## config.mk

```make
export PLATFORM = sky130hd
export DESIGN_NAME = dual_motor_command_framer_unit
export DESIGN_NICKNAME = d
export VERILOG_FILES = /design/src/design/dmcf_pkg.sv /design/src/design/dmcf_frame_build.sv /design/src/design/dmcf_byte_emit.sv /design/src/design/dual_motor_command_framer_unit.sv
export SDC_FILE = /design/constraint.sdc
export NUM_CORES = 1
export LEC_CHECK = 0
export ABC_AREA = 1
export BUFFER_PORTS_ARGS = -buffer_cell sky130_fd_sc_hd__buf_4
export CORE_ASPECT_RATIO = 0.8
export CORE_MARGIN = 8
export CORE_UTILIZATION = 45
export DETAILED_ROUTE_END_ITERATION = 16
export PLACE_DENSITY = 0.73
export RECOVER_POWER = 50
export SYNTH_ARGS = -nofsm -noshare
export SYNTH_HDL_FRONTEND = slang
export SYNTH_SLANG_ARGS = --single-unit
```

## constraint.sdc

```tcl
create_clock -name clk -period 6.4 [get_ports clk]
set_clock_uncertainty 0.15 [all_clocks]
set_input_delay 0.32 -clock clk [delete_from_list [all_inputs] [get_ports clk]]
set_output_delay 0.32 -clock clk [all_outputs]
set_load 0.01 [all_outputs]
```

## src/design/dmcf_pkg.sv

```systemverilog
// dmcf_pkg: types and constants shared by the dual motor command framer
// no dependencies; imported by every module of the framer
package dmcf_pkg;

	localparam int unsigned AddrW       = 7;
	localparam int unsigned ByteW       = 8;
	localparam int unsigned SpeedW      = 16;
	localparam int unsigned SelW        = 2;
	localparam int unsigned MaxBytes    = 8;
	localparam int unsigned IdxW        = $clog2(MaxBytes);
	localparam int unsigned InDataW     = 32;
	localparam int unsigned OutUserW    = 2;

	localparam logic [AddrW-1:0] AddrReset = 7'd12;

	// command codes
	localparam logic CmdSpeed = 1'b0;
	localparam logic CmdFreq  = 1'b1;

	// motor numbers
	localparam logic [SelW-1:0] MotorOne = 2'd1;
	localparam logic [SelW-1:0] MotorTwo = 2'd2;

	// frame opcodes and fill byte
	localparam logic [ByteW-1:0] OpDirSet   = 8'hAA;
	localparam logic [ByteW-1:0] OpSpeedSet = 8'h82;
	localparam logic [ByteW-1:0] OpFreqSet  = 8'h84;
	localparam logic [ByteW-1:0] ByteFill   = 8'h01;

	// direction codes, motor one / motor two
	localparam logic [ByteW-1:0] DirFwdFwd = 8'h0A;
	localparam logic [ByteW-1:0] DirFwdRev = 8'h06;
	localparam logic [ByteW-1:0] DirRevFwd = 8'h09;
	localparam logic [ByteW-1:0] DirRevRev = 8'h05;

	localparam logic [ByteW-1:0] SpeedMax = 8'd255;
	localparam logic [ByteW-1:0] FreqMin  = 8'd1;
	localparam logic [ByteW-1:0] FreqMax  = 8'd5;

	// byte counts less one for each kind of request
	localparam logic [IdxW-1:0] LastIdxErr   = 3'd0;
	localparam logic [IdxW-1:0] LastIdxFreq  = 3'd3;
	localparam logic [IdxW-1:0] LastIdxSpeed = 3'd7;

	typedef struct packed {
		logic [ByteW-1:0]  frequency_code;
		logic signed [SpeedW-1:0] signed_speed;
		logic [SelW-1:0]   motor_select;
		logic              command;
	} item_t;

	typedef struct packed {
		logic [MaxBytes-1:0][ByteW-1:0] bytes;
		logic [IdxW-1:0]                last_idx;
		logic                           error;
	} frame_t;

endpackage

```

## src/design/dmcf_frame_build.sv

```systemverilog
// dmcf_frame_build: holds motor speed and direction, builds the byte frames of one request
// depends on dmcf_pkg
module dmcf_frame_build (
	input  logic                          clk,
	input  logic                          arst_n,
	input  dmcf_pkg::item_t               item,
	input  logic                          commit,
	input  logic [dmcf_pkg::AddrW-1:0]    device_address,
	output dmcf_pkg::frame_t              frame
);
	import dmcf_pkg::*;

	logic [ByteW-1:0]  speed_one_q, speed_two_q;
	logic              reverse_one_q, reverse_two_q;
	logic [ByteW-1:0]  speed_one_d, speed_two_d, dir_code, addr_byte, mag_val;
	logic              reverse_one_d, reverse_two_d, rev, upd;
	logic [SpeedW-1:0] mag16;
	logic              sel_ok, freq_ok;

	always_comb begin
		// magnitude with saturation, -32768 lands in the saturated range
		rev     = item.signed_speed[SpeedW-1];
		mag16   = rev ? (~item.signed_speed + 16'd1) : item.signed_speed;
		mag_val = (|mag16[SpeedW-1:ByteW]) ? SpeedMax : mag16[ByteW-1:0];

		sel_ok  = (item.motor_select == MotorOne) || (item.motor_select == MotorTwo);
		freq_ok = (item.frequency_code >= FreqMin) && (item.frequency_code <= FreqMax);
		upd     = (item.command == CmdSpeed) && sel_ok;

		speed_one_d   = speed_one_q;
		speed_two_d   = speed_two_q;
		reverse_one_d = reverse_one_q;
		reverse_two_d = reverse_two_q;
		if (upd && item.motor_select == MotorOne) begin
			speed_one_d   = mag_val;
			reverse_one_d = rev;
		end
		if (upd && item.motor_select == MotorTwo) begin
			speed_two_d   = mag_val;
			reverse_two_d = rev;
		end

		unique case ({reverse_one_d, reverse_two_d})
			2'b00:   dir_code = DirFwdFwd;
			2'b01:   dir_code = DirFwdRev;
			2'b10:   dir_code = DirRevFwd;
			default: dir_code = DirRevRev;
		endcase

		addr_byte = {device_address, 1'b0};

		frame.bytes    = '0;
		frame.last_idx = LastIdxErr;
		frame.error    = 1'b1;
		if (item.command == CmdFreq) begin
			if (freq_ok) begin
				frame.bytes[0] = addr_byte;
				frame.bytes[1] = OpFreqSet;
				frame.bytes[2] = item.frequency_code;
				frame.bytes[3] = ByteFill;
				frame.last_idx = LastIdxFreq;
				frame.error    = 1'b0;
			end
		end else if (sel_ok) begin
			frame.bytes[0] = addr_byte;
			frame.bytes[1] = OpDirSet;
			frame.bytes[2] = dir_code;
			frame.bytes[3] = ByteFill;
			frame.bytes[4] = addr_byte;
			frame.bytes[5] = OpSpeedSet;
			frame.bytes[6] = speed_one_d;
			frame.bytes[7] = speed_two_d;
			frame.last_idx = LastIdxSpeed;
			frame.error    = 1'b0;
		end
	end

	always_ff @(posedge clk or negedge arst_n) begin
		if (!arst_n) begin
			speed_one_q   <= '0;
			speed_two_q   <= '0;
			reverse_one_q <= 1'b0;
			reverse_two_q <= 1'b0;
		end else if (commit) begin
			speed_one_q   <= speed_one_d;
			speed_two_q   <= speed_two_d;
			reverse_one_q <= reverse_one_d;
			reverse_two_q <= reverse_two_d;
		end
	end

endmodule

```

## src/design/dmcf_byte_emit.sv

```systemverilog
// dmcf_byte_emit: result register holding one built frame, sent a byte per cycle while m_tready is high
// depends on dmcf_pkg
module dmcf_byte_emit (
	input  logic                          clk,
	input  logic                          arst_n,
	input  logic                          load_valid,
	input  dmcf_pkg::frame_t              frame,
	output logic                          load_ready,
	output logic                          m_tvalid,
	input  logic                          m_tready,
	output logic [dmcf_pkg::ByteW-1:0]    m_tdata,
	output logic [dmcf_pkg::OutUserW-1:0] m_tuser,
	output logic                          m_tlast
);
	import dmcf_pkg::*;

	frame_t          frame_s2;
	logic            valid_s2;
	logic [IdxW-1:0] idx_q;
	logic            take, at_end, done;

	assign take       = valid_s2 && m_tready;
	assign at_end     = (idx_q == frame_s2.last_idx);
	assign done       = take && at_end;
	assign load_ready = !valid_s2 || done;

	always_ff @(posedge clk or negedge arst_n) begin
		if (!arst_n) begin
			valid_s2 <= 1'b0;
			idx_q    <= '0;
		end else if (load_ready) begin
			valid_s2 <= load_valid;
			idx_q    <= '0;
		end else if (take) begin
			idx_q <= idx_q + 3'd1;
		end
	end

	always_ff @(posedge clk) begin
		if (load_ready && load_valid) begin
			frame_s2 <= frame;
		end
	end

	assign m_tvalid = valid_s2;
	assign m_tdata  = frame_s2.bytes[idx_q];
	assign m_tlast  = at_end;
	// frame end on every fourth byte (index 3 and 7), never on an error result
	assign m_tuser  = {frame_s2.error, (idx_q[1:0] == 2'd3) && !frame_s2.error};

endmodule

```

## src/design/dual_motor_command_framer_unit.sv

```systemverilog
// dual_motor_command_framer_unit: top level of the dual motor command framer
// depends on dmcf_pkg, dmcf_frame_build, dmcf_byte_emit
//
//  channel  | dir | handshake             | payload
//  ---------+-----+-----------------------+-------------------------------------------
//  s_*      | in  | s_tvalid / s_tready   | tdata: motor_select, signed_speed,
//           |     |                       |        frequency_code; tuser: command
//  m_*      | out | m_tvalid / m_tready   | tdata: out_byte; tuser: frame_end, error;
//           |     |                       | tlast: last
//  cfg_*    | in  | cfg_valid / cfg_ready | cfg_data: device_address
//
// a speed request yields 8 output bytes, a frequency request 4, an invalid one 1;
// the output port, one byte per cycle while m_tready is high, sets the sustained rate
// a request waits in the input register while the previous frame drains, so the
// next request is taken with no gap between frames
// reset clears valid flags, stored speeds and directions, address back to 12
// a stall on m_tready holds the current byte and backs up into s_tready
module dual_motor_command_framer_unit (
	input  logic                          clk,
	input  logic                          arst_n,
	input  logic                          s_tvalid,
	output logic                          s_tready,
	// [1:0] motor_select, [17:2] signed_speed, [25:18] frequency_code, [31:26] zero
	input  logic [dmcf_pkg::InDataW-1:0]  s_tdata,
	// [0] command
	input  logic                          s_tuser,
	output logic                          m_tvalid,
	input  logic                          m_tready,
	// [7:0] out_byte
	output logic [dmcf_pkg::ByteW-1:0]    m_tdata,
	// [0] frame_end, [1] error
	output logic [dmcf_pkg::OutUserW-1:0] m_tuser,
	output logic                          m_tlast,
	input  logic                          cfg_valid,
	output logic                          cfg_ready,
	input  logic [dmcf_pkg::AddrW-1:0]    cfg_data
);
	import dmcf_pkg::*;

	logic [AddrW-1:0] device_address_q;
	item_t            item_s1;
	logic             valid_s1;
	logic             load_ready;
	logic             commit;
	frame_t           frame;

	// config register, always ready
	assign cfg_ready = 1'b1;

	always_ff @(posedge clk or negedge arst_n) begin
		if (!arst_n) begin
			device_address_q <= AddrReset;
		end else if (cfg_valid) begin
			device_address_q <= cfg_data;
		end
	end

	// input register: free, or emptied this cycle into the result register
	assign commit   = valid_s1 && load_ready;
	assign s_tready = !valid_s1 || load_ready;

	always_ff @(posedge clk or negedge arst_n) begin
		if (!arst_n) begin
			valid_s1 <= 1'b0;
		end else if (s_tready) begin
			valid_s1 <= s_tvalid;
		end
	end

	always_ff @(posedge clk) begin
		if (s_tready && s_tvalid) begin
			item_s1.command        <= s_tuser;
			item_s1.motor_select   <= s_tdata[1:0];
			item_s1.signed_speed   <= s_tdata[17:2];
			item_s1.frequency_code <= s_tdata[25:18];
		end
	end

	// motor state updates on the same edge the frame moves to the result register
	dmcf_frame_build u_build (
		.clk            (clk),
		.arst_n         (arst_n),
		.item           (item_s1),
		.commit         (commit),
		.device_address (device_address_q),
		.frame          (frame)
	);

	dmcf_byte_emit u_emit (
		.clk        (clk),
		.arst_n     (arst_n),
		.load_valid (valid_s1),
		.frame      (frame),
		.load_ready (load_ready),
		.m_tvalid   (m_tvalid),
		.m_tready   (m_tready),
		.m_tdata    (m_tdata),
		.m_tuser    (m_tuser),
		.m_tlast    (m_tlast)
	);

endmodule

```

Word-level counts from Yosys, hierarchy flattened

Index checks and enable logic that the tools add are counted.

Muxes and demuxes: 14
Order comparisons: 3
Bitwise gates (word level): 3
Reduce and logical (&&, ||, !) cells: 19
$add $sub $neg: 2
Equal/unequal tests: 6

Operators by type and width:

| operator                                                           | count |
|---|---|
| 2-to-1 mux 52 bit                                                  | 1 |
| 2-to-1 mux 36 bit                                                  | 1 |
| 2-to-1 mux 8 bit                                                   | 4 |
| 2-to-1 mux 29 bit                                                  | 1 |
| binary-select mux 8 bit (select 3 bit)                             | 1 |
| adder 16 x 1 -> 16 bit (second input constant)                     | 1 |
| 2-to-1 mux 16 bit                                                  | 1 |
| inverter 16 bit                                                    | 1 |
| one-hot mux 4 bit (3 select lines)                                 | 1 |
| logical AND 1 bit                                                  | 9 |
| greater-or-equal comparator 8 x 1 -> 1 bit (second input constant) | 1 |
| <= comparator 8 x 3 -> 1 bit (second input constant)               | 1 |
| OR reduction 8 bit                                                 | 1 |
| equality test 2 bit (second input constant)                        | 3 |
| 2-to-1 mux 3 bit                                                   | 2 |
| equality test 2 x 1 -> 1 bit (second input constant)               | 2 |
| < comparator 3 x 4 -> 1 bit (second input constant)                | 1 |
| adder 3 x 1 -> 3 bit (second input constant)                       | 1 |
| equality test 3 bit                                                | 1 |
| zero test 1 bit                                                    | 3 |
| logical OR 1 bit                                                   | 3 |
| zero test 2 bit                                                    | 1 |
| 2-to-1 mux 1 bit                                                   | 2 |
| inverter 1 bit                                                     | 2 |
| other kinds (2)                                                    | 2 |

Input port bits: 45
Bits in registers: 125
Word-level logic and storage cells: 70

Logic depth before layout (Yosys ltp)

Depth in word-level cells: 9
Mapped depth: 14

Cells and area by module

Synthesis repeated with hierarchy kept, for this count alone.

Cell total of the unflattened synthesis: 637
Area total of the unflattened synthesis: 6177.2 µm²

By module, submodules not included:

| module                         | sequential area each (µm²) | cells an instance | times used | area each (µm²) |
|---|---|---|---|---|
| dmcf_byte_emit                 | 2142.1                     | 240               | 1          | 2920.3 |
| dmcf_frame_build               | 450.4                      | 331               | 1          | 2094.5 |
| dual_motor_command_framer_unit | 1013.5                     | 66                | 1          | 1162.4 |

Worst setup path before layout

OpenSTA, ideal clock, no wires.

Path type: flip-flop to flip-flop
Start point: register u_emit.idx_q[0]
End point: register item_s1[0] (netlist bit) (enable)
Cell stages (with the launch flop): 10
Data required time: 5.868 ns
Slack: 4.095 ns
Arrival time: 1.773 ns
Cell sequence: dfrtp_1 nor2_1 nand2_1 o21ai_1 inv_1 o21ai_1 nand2_1 nand2_1 nand2_1 inv_1

Longest elaborated chain between the ends: 5

RTL lines:

| what                   | line                                 | RTL |
|---|---|---|
| start, declared        | dmcf_byte_emit.sv:19                 | `logic [IdxW-1:0] idx_q;` |
| start signal, assigned | dmcf_byte_emit.sv:35                 | `idx_q <= idx_q + 3'd1;` |
| equality test 3 bit    | dmcf_byte_emit.sv:23                 | `assign at_end = (idx_q == frame_s2.last_idx);` |
| logical AND 1 bit      | dmcf_byte_emit.sv:24                 | `assign done = take && at_end;` |
| logical OR 1 bit       | dmcf_byte_emit.sv:25                 | `assign load_ready = !valid_s2 \|\| done;` |
| logical OR 1 bit       | dual_motor_command_framer_unit.sv:60 | `assign s_tready = !valid_s1 \|\| load_ready;` |
| via s_tready           | dual_motor_command_framer_unit.sv:22 | `output logic s_tready,` |
| logical AND 1 bit      | dual_motor_command_framer_unit.sv:71 | `if (s_tready && s_tvalid) begin` |
| end, declared          | dual_motor_command_framer_unit.sv:41 | `item_t item_s1;` |

The timed path passes the listed nets, and every way through them passes these cells.
A chain may end at the register's enable or synchronous reset.

Worst setup path in the final report

Start point: register u_emit.idx_q[0]
End point: register u_build.speed_one_q[0]

Longest elaborated chain between the ends: 4

RTL lines:

| what                 | line                                 | RTL |
|---|---|---|
| equality test 3 bit  | dmcf_byte_emit.sv:23                 |  |
| logical AND 1 bit    | dmcf_byte_emit.sv:24                 |  |
| logical OR 1 bit     | dmcf_byte_emit.sv:25                 |  |
| logical AND 1 bit    | dual_motor_command_framer_unit.sv:59 | `assign commit = valid_s1 && load_ready;` |
| end signal, assigned | dmcf_frame_build.sv:85               | `speed_one_q <= speed_one_d;` |
| end, declared        | dmcf_frame_build.sv:13               | `logic [ByteW-1:0] speed_one_q, speed_two_q;` |

Every way passes these cells.

==> impl_results.md <==
* Drt wl/cell at about 14 um
* Pin count of the biggest net entering global routing at 36
* Clock sink count at 99
* Clk network pwr share at around 25%
* Measured slew at the worst slew-check pin at 1.749 ns
* Crit Path Class: flip-flop to flip-flop
* CTS root buf: clkbuf_16
* Synth async-reset ratio at a little under a third
* Final setup vio count at 0
* Die width at around 130 um
* Pint at approximately 1.3 mW
* TritonCTS Buffers at 9
* Antenna violations before repair at 0
* Worst Hold Path EP: device_address_q[4]
* Reg clk slew, reported paths at roughly 0.070 ns
* CTS tree: built
* Endpoints failing hold at 0
* Worst endpoint required time at between 6 and 7 ns
* Antenna-violating nets left at 0
* Reg-to-Reg End: u_build.speed_one_q[0]
* Peak fanout along the critical path at 35
* Synth area leaders: edfxtp_1, dfrtp_1, nand2_1, nor2_1, nand3_1
* Critical Path Sink Type: flip-flop
* H-tree depth at 3
* Synth unique cells at 38
* Area share of the largest cell type after synthesis at between 40% and 50%
* Critical-path cell list: nor2_1 > nand2_1 > o21ai_0 > inv_1 > o21ai_0 > nand2_1 > nor2_4 > buf_4 > inv_2 > nand2_1 > nand2_1
* IO buf count at between 50 and 60
* Relative slew slack at -16.58%
* Gr ovfl total at 0
* MaxCap Viol Count at 1
* First-pass GRT wire length at 16850 um
* HPWL Detailed at around 6800 um
* Initial DRC count at 331
* Total power density per cell area at between 300 and 400 nW/um2
* Crit path max-delay family: simple AND/OR/NAND/NOR gates
* Sequential Power Share at between 40 and 50%
* Pwr Total at around 2.1 mW
* Leakage power at approximately 2.5 nW
* Register area share after synthesis at between 60% and 70%
* Die area at 13940 um2
* CP startpoint kind: flip-flop
* Synth area leader: edfxtp_1
* Post-CTS setup buffers at 0
* CTS resizes at 0
* Crit path depth at 11
* Routability Congestion at 0.8928
* WP buf/inv at 3
* RSZ-0062 raised after global routing: no
* Seq. cell area at around 2800 um2
* Cell count after synthesis at about 490
* Final Cycle Share at between 50 and 60%
* Core Box Area at 10200 um2
* N_diodes at 0
* EDFF count, synth at between 60 and 70
* Vias in the first global route at between 3000 and 4000
* Die Span Y at 107.2 um
* Number of fill cells at 863
* Comb power frac at a little under a third
* Status: finished with violations
* Worst Hold Depth at 3
* Sw frac at about a third
* Worst path max stage delay at approximately 0.69 ns
* Crit path max-delay cell type: nor2_1
* Hold path startpoint: cfg_data[4]
* Final Critical Period at ~3.6 ns
* Share of layout cells above drive strength 1 at 15.85%
* Fmax at 0.2751 GHz
* R2r startpoint: u_emit.idx_q[0]
* Tightest Hold Check Type: input pin to flip-flop
* # hold bufs at CTS at 28
* R2R Setup Slk at roughly 2.8 ns
* Via count at roughly 3700
* Clk buf depth at 2
* Layout Nets at 618
* Mean post-synth cell area at approximately 9.5 um2
* Failing checks: max-capacitance violations, max-slew violations
* Worst Path Arrival at between 3 and 4 ns
* Via density at just over 5
* R2R cell count at 11
* P&R area growth vs syn at 22.03%
* Rows at 33
* Clock Latency Late Sink at about 0.34 ns
* Final Max Slew Viols at 31
* Primary FF master, synth: edfxtp_1
* Drt first pass iters at 5
* DR DRC count at 0
* Post-route setup TNS at 0 ns
* I/O pin count at 59
* Total global-route track usage at approximately 15%
* DRT Wirelength at approximately 10000 um
* Initial core utilization at a little under half
* Peak supply drop at about 160 uV
* Switching Power at between 0.7 and 0.8 mW
* FF+latch count, synth at 99
* Mapped Area at approximately 4700 um2
* Multi-input logic area at ~1600 um2
* CP dominant cell by count: nand2_1
* Synth warn at 0
==> synth_stat cells, types with 2 or more instances <==
cell,number
a32oi_1,2
a21oi_1,6
ha_1,4
xor2_1,6
a22oi_1,2
o21ai_1,5
a221oi_1,3
buf_4,5
inv_2,2
dfstp_2,2
clkbuf_1,7
or2_2,16
o21ai_0,14
nand4_1,19
nand2_1,129
xnor2_1,2
o31ai_1,2
nand2_2,2
conb_1,2
nor2_1,66
dfrtp_1,28
buf_2,3
o22ai_1,2
nor2_2,4
nor2_4,2
inv_1,41
edfxtp_1,69
a31oi_1,2
nand3_1,35
==> tightest hold or removal path, stage by stage <==
cell and delay (ns):
buf_4 0.08, nand2_1 0.04, o21ai_0 0.06
==> per-layer routing <==
layer | vias to the layer above | wire [um] | GRT usage, %
met5 | - | 0 | 0
met4 | 0 | 121 | 4.963
met3 | 10 | 641 | 3.323
met2 | 127 | 4721 | 23.97
met1 | 1750 | 4598 | 20.49
li1 | 1790 | - | -
==> per-stage QoR <==
step / std cells / hold slack (ns) / setup WS, ns / utilization, % / cell area (um2)
floorplan: 494 / -0.1256 / 4.095 / - / 4691
global placement: 670 / 0.1323 / 2.970 / 50.71 / 5171
detailed placement: 670 / 0.1382 / 2.907 / 50.71 / 5171
CTS: 714 / 0.02655 / 2.868 / 56.25 / 5737
global route: 714 / 0.03220 / 2.462 / 55.99 / 5710
finish: 714 / 0.03779 / 2.765 / 55.99 / 5710
==> power by group through the flow <==
stage	combinational (mW)	clock (mW)	sequential, mW
finish	0.641	0.518	0.917
global route	0.722	0.554	0.933
CTS	0.651	0.526	0.915
detailed placement	0.633	0	0.928
global placement	0.616	0	0.923
floorplan	0.447	0	0.896
==> sequential cells by signal, indices dropped and copies added, names as in the netlist <==
signal / count
device_address_q: 7
item_s1: 27
u_build.reverse_one_q: 1
u_build.reverse_two_q: 1
u_build.speed_one_q: 8
u_build.speed_two_q: 8
u_emit.frame_s2: 41
u_emit.idx_q: 3
u_emit.m_tuser: 1
u_emit.m_tvalid: 1
valid_s1: 1
==> logic make-up after synthesis <==
logic type	count (synthesis)	share of synthesized area (%)
flip-flops	99	60.37
XOR/XNOR	8	1.497
AND/OR/NAND/NOR	277	26.10
AO/OA/AOI/OAI	41	5.348
buffers and inverters	60	5.455
adder cells (fa/ha/maj)	4	1.070
other	2	0.1605
==> how the worst max path moves through the flow <==
stage | startpoint | end | slack [ns]
after floorplan | u_emit.idx_q[0] | item_s1[0] | 4.10
after global placement | u_emit.idx_q[0] | u_build.speed_one_q[2] | 2.97
after detailed placement | u_emit.idx_q[0] | u_build.speed_one_q[4] | 2.91
after CTS | u_emit.idx_q[0] | u_build.speed_one_q[4] | 2.87
after global routing | u_emit.idx_q[0] | u_build.speed_one_q[1] | 2.46
final | u_emit.idx_q[0] | u_build.speed_one_q[0] | 2.76
==> cell type report <==
type	instances	share of cell area [%]
clock inverters	7	1.052
multi-input cells	335	28.16
clock buffers	9	3.944
repair buffers	80	11.42
well taps	140	3.067
inverters	44	2.892
flip-flops and latches	99	49.47
==> cells in the final DEF (no fill, tap or decap), types with 3 or more instances in the layout <==
cell	count
nand4_1	19
inv_1	41
dlygate4sd3_1	28
nor2_2	3
or2_2	16
buf_4	20
dfrtp_1	28
clkbuf_16	9
xor2_1	6
nor2_1	67
nand3_1	35
edfxtp_1	69
conb_1	5
a221oi_1	3
ha_1	4
clkbuf_1	5
o21ai_0	17
nand2_1	129
a21oi_1	6
clkbuf_4	27
No activity file was read; power rests on OpenSTA's default activity.
